### src/sv/field_oriented_omni_drive_mixer_unit_defines.svh
// Assertion macros for the omni drive mixer.
`ifndef FIELD_ORIENTED_OMNI_DRIVE_MIXER_UNIT_DEFINES_SVH
`define FIELD_ORIENTED_OMNI_DRIVE_MIXER_UNIT_DEFINES_SVH

// same-cycle implication, checked out of reset
`define FODM_ASSERT_IMPL(lbl, ante, cons) \
  lbl: assert property (@(posedge clk) disable iff (!rst_n) (ante) |-> (cons)) \
    else $error("assertion failed (same cycle)");

// next-cycle implication, checked out of reset
`define FODM_ASSERT_NEXT(lbl, ante, cons) \
  lbl: assert property (@(posedge clk) disable iff (!rst_n) (ante) |=> (cons)) \
    else $error("assertion failed (next cycle)");

`endif

### src/sv/fodm_pkg.sv
// Shared constants, types and the arctangent table of the omni drive mixer.
package fodm_pkg;

  localparam int CORDIC_STAGES = 16;
  localparam int ATAN_ENTRIES  = 24;
  localparam int NUM_ROT       = (CORDIC_STAGES < ATAN_ENTRIES) ? CORDIC_STAGES
                                                                : ATAN_ENTRIES;
  localparam int IDX_W         = $clog2(ATAN_ENTRIES);
  localparam int XY_W          = 27;
  localparam int ANG_W         = 32;
  localparam int RXY_W         = 17;
  localparam int PIPE_DEPTH    = NUM_ROT + 4;

  localparam logic signed [31:0] INV_GAIN = 32'sd1304065748;

  localparam logic [1:0] REG_MOVE_GAIN      = 2'd0;
  localparam logic [1:0] REG_TURN_GAIN      = 2'd1;
  localparam logic [1:0] REG_FIELD_ORIENTED = 2'd2;

  typedef struct packed {
    logic signed [XY_W-1:0]  x;
    logic signed [XY_W-1:0]  y;
    logic signed [ANG_W-1:0] z;
    logic signed [15:0]      x0;
    logic signed [15:0]      y0;
    logic signed [15:0]      t;
  } cord_t;

  function automatic logic signed [ANG_W-1:0] atan_lut(input logic [IDX_W-1:0] i);
    logic signed [ANG_W-1:0] a;
    case (i)
      5'd0:    a = 32'h20000000;
      5'd1:    a = 32'h12E4051E;
      5'd2:    a = 32'h09FB385B;
      5'd3:    a = 32'h051111D4;
      5'd4:    a = 32'h028B0D43;
      5'd5:    a = 32'h0145D7E1;
      5'd6:    a = 32'h00A2F61E;
      5'd7:    a = 32'h00517C55;
      5'd8:    a = 32'h0028BE53;
      5'd9:    a = 32'h00145F2F;
      5'd10:   a = 32'h000A2F98;
      5'd11:   a = 32'h000517CC;
      5'd12:   a = 32'h00028BE6;
      5'd13:   a = 32'h000145F3;
      5'd14:   a = 32'h0000A2FA;
      5'd15:   a = 32'h0000517D;
      5'd16:   a = 32'h000028BE;
      5'd17:   a = 32'h0000145F;
      5'd18:   a = 32'h00000A30;
      5'd19:   a = 32'h00000518;
      5'd20:   a = 32'h0000028C;
      5'd21:   a = 32'h00000146;
      5'd22:   a = 32'h000000A3;
      5'd23:   a = 32'h00000051;
      default: a = '0;
    endcase
    return a;
  endfunction

endpackage

### src/sv/fodm_cordic_stage.sv
// One registered CORDIC rotation stage.
module fodm_cordic_stage
  import fodm_pkg::*;
(
  input  logic             clk,
  input  logic             ld,
  input  logic [IDX_W-1:0] idx,
  input  cord_t            d,
  output cord_t            q
);

  logic signed [XY_W-1:0]  dx;
  logic signed [XY_W-1:0]  dy;
  logic signed [ANG_W-1:0] at;
  cord_t                   q_nxt;

  always_comb begin
    dx    = d.y >>> idx;
    dy    = d.x >>> idx;
    at    = atan_lut(idx);
    q_nxt = d;
    if (!d.z[ANG_W-1]) begin
      q_nxt.x = d.x - dx;
      q_nxt.y = d.y + dy;
      q_nxt.z = d.z - at;
    end else begin
      q_nxt.x = d.x + dx;
      q_nxt.y = d.y - dy;
      q_nxt.z = d.z + at;
    end
  end

  always_ff @(posedge clk) begin
    if (ld) begin
      q <= q_nxt;
    end
  end

endmodule

### config.mk
export PLATFORM = sky130hd
export DESIGN_NAME = fodm_cordic_stage
export DESIGN_NICKNAME = d
export VERILOG_FILES = /design/src/sv/field_oriented_omni_drive_mixer_unit_defines.svh /design/src/sv/fodm_pkg.sv /design/src/sv/fodm_cordic_stage.sv
export SDC_FILE = /design/constraint.sdc
export NUM_CORES = 1
export LEC_CHECK = 0
export ABC_AREA = 1
export BUFFER_PORTS_ARGS = -buffer_cell sky130_fd_sc_hd__buf_2
export CORE_ASPECT_RATIO = 2
export CORE_MARGIN = 10
export CORE_UTILIZATION = 40
export CTS_CLUSTER_DIAMETER = 60
export DETAILED_ROUTE_END_ITERATION = 8
export PLACE_DENSITY_LB_ADDON = 0.25
export SYNTH_ARGS = -nofsm -noshare
export SYNTH_HDL_FRONTEND = slang
export SYNTH_SLANG_ARGS = --single-unit
### constraint.sdc
create_clock -name clk -period 6.48 [get_ports clk]
set_input_delay 1.296 -clock clk [delete_from_list [all_inputs] [get_ports clk]]
set_output_delay 1.296 -clock clk [all_outputs]
set_load 0.005 [all_outputs]
==> impl_metrics.ini <==
[run_status]
status = completed

[detailed_routing]
ant_nets = 0
vias = 14700
viasPerCell = 5.46
wl_um = 54900
routedWlPerCell_um = 20.4
drc = 0
first_iter_violations = 1004
drtPass1Iterations = 8

[grt]
gr-usage-met3_pct = 3.64
grt_pass1_wl_um = 80900
top_usage_layer = met2
met1_usage_pct = 22.7
grt_max_degree = 80
grtUsageTotal_pct = 24.7
grt_util_met2_pct = 47.8
gr-total-overflow = 0
grt_pass1_vias = 15000
antenna_found_initial = 1

[synth]
synth_nets = 2214
synthDistinctLibCells = 50
yosys_warnings = 0
synthTopCellsByArea = edfxtp_1, nand2_1, ha_1
synthArstFlopShare_pct = 0
seq_area_frac_synth_pct = 29.2
synth_edf_count = 134
syn_area_um2 = 13800
synth_cells = 1966
synth_area_per_cell_um2 = 7.02
synth_top_area_share_pct = 29.2
synth-seq-cells = 134
ys.flop_type = edfxtp_1
synth_top_cell_by_area = edfxtp_1

[critical_path]
end_kind = register
cp_max_fo = 23
required_ps = 6680
slowest_stage = nor4_1
cp-start-kind = input pin
path_buf_inv = 6
slowest_delay_ps = 510
cp_common_cell = nand3_1
crit_start = idx[1]
critPathKind = input pin to register
cpLargestDelayFamily = simple AND/OR/NAND/NOR gates
worstPathArrival_ps = 5730

[sta]
fmax_ghz = 0.181
worst_pin_slew_ps = 864
fin_tns_setup_ps = 0
final-setup-viol-count = 0
max-slew-margin-rel_pct = 42.4
finalHoldViolations = 0
rsz0062_at_grt = no
whs_ps = 1020
fin_crit_ps = 5530
fin_crit_sh_pct = 85.3
slew_violations = 0

[cts]
cts-resized-gates = 0
htree_levels = 4
clk_path_buf_depth = 2
cts_setup_buffers = 0
cts_made_buffers = 17
clock-sinks = 134
clk_pin_slew_ps = 80
tritoncts = done
hold_buffers = 0
cts_root_buf = clkbuf_16

[floorplanning]
die_x_um = 151
num_rows = 96
start_util_pct = 40.3
dieArea_um2 = 42800
die_h_um = 283
core_area_um2 = 34200
io_pins = 275

[layout]
regMostFlops = q
syn_to_final_growth_pct = 17.9
largest_registers = q (134)
fill_cells = 3610
drive_gt1_share_pct = 18.0
largest_reg_flops = 134
final_nets = 2480
layoutNonFillerInstCount = 2688

[pwr]
peakVddDrop_mv = 0.199
power_density_nw_per_um2 = 243
p_leak_nw = 7.94

[place]
dp_hpwl_um = 45300
gp_congestion = 1.02
dp.cells = 2654
io_buffers = 274

[hold_path]
holdPathStages = 1
worstHoldStart = d[32]
min_path_type = input pin to register
min_to = q[32]

[job]
max-cap-violations = 0
## cell usage in the layout (no fill, tap or decap), types with 8 or more instances in the layout
cell type / count
a21oi_1: 121
buf_2: 273
buf_4: 35
clkbuf_16: 17
edfxtp_1: 134
ha_1: 104
inv_1: 154
nand2_1: 596
nand2_2: 12
nand3_1: 258
nand4_1: 11
nor2_1: 149
nor2_2: 15
nor3_1: 15
o211ai_1: 13
o21ai_0: 76
o21ai_1: 9
o21bai_1: 8
xnor2_1: 45
xor2_1: 93
## synth_stat cells (4+ instances only)
cell / number
nand2_1: 596
nand3_1: 258
inv_1: 154
nor2_1: 149
edfxtp_1: 134
a21oi_1: 121
ha_1: 104
xor2_1: 93
o21ai_0: 76
xnor2_1: 45
buf_2: 25
nor2_2: 15
nor3_1: 15
buf_6: 14
o211ai_1: 13
buf_1: 12
clkbuf_1: 12
nand2_2: 12
nand4_1: 11
o21ai_1: 9
o21bai_1: 8
inv_2: 7
nand3_2: 7
nor4_1: 7
nand3b_1: 6
o21a_1: 6
o31ai_1: 5
or2_2: 5
a21o_1: 4
a31oi_1: 4
buf_4: 4
o21ai_2: 4
o221ai_1: 4
o22ai_1: 4
## worst max path at each step
stage	endpoint	slack, ps	depth (start not counted)
3_5_place_dp	q[132]	510	29
6_report	q[132]	950	29
4_1_cts	q[132]	1000	29
3_3_place_gp	q[132]	530	29
5_1_grt	q[103]	590	28
2_1_floorplan	q[79]	1530	28
## logic make-up (layout without fill, tap and decap cells)
kind of cell	count (synthesis)	count (layout)	share of synthesized area (%)
AOI/OAI and AO/OA	269	269	11.1
xor gates and xnor gates	138	138	8.76
adders and majority gates	107	107	9.86
buffers and inverters	231	510	7.42
DFF	134	134	29.2
other	0	2	0
and+or+nand+nor	1087	1087	33.7
## per-layer routing
layer  vias to the layer above  routed length [um]
met1                      6759               18100
met5                         -                   0
met4                         0                3680
met3                       174                3390
li1                       7137                   -
met2                       599               29700
## where the power goes
| part | leakage (nW) | internal, W | switching, W |
|---|---|---|---|
| Combinational | 6.35 | 0.000637 | 0.00107 |
| Sequential | 1.31 | 0.00120 | 0.0000386 |
| Clock | 0.280 | 0.000572 | 0.000429 |
| Total | 7.94 | 0.00241 | 0.00154 |
## stage by stage
stage	cell area [um2]	power, W	util (%)	setup WS (ps)
5_1_grt	16300	0.00420	47.5	588
2_1_floorplan	13800	0.00233	-	1530
3_3_place_gp	15700	0.00295	45.8	526
6_report	16300	0.00395	47.5	954
4_1_cts	16300	0.00398	47.5	999
3_5_place_dp	15700	0.00296	45.8	513
## cell type report
class                           count  area (um2)  area share, %
Clock inverter                     13         145          0.892
Multi-Input combinational cell   1601        8750           53.8
Tap cell                          441         552           3.39
Inverter                          164         621           3.81
Clock buffer                       19         433           2.66
Sequential cell                   134        4020           24.7
Antenna cell                        2        5.00         0.0308
Timing Repair Buffer              314        1740           10.7
(Power assumes the default switching activity.)
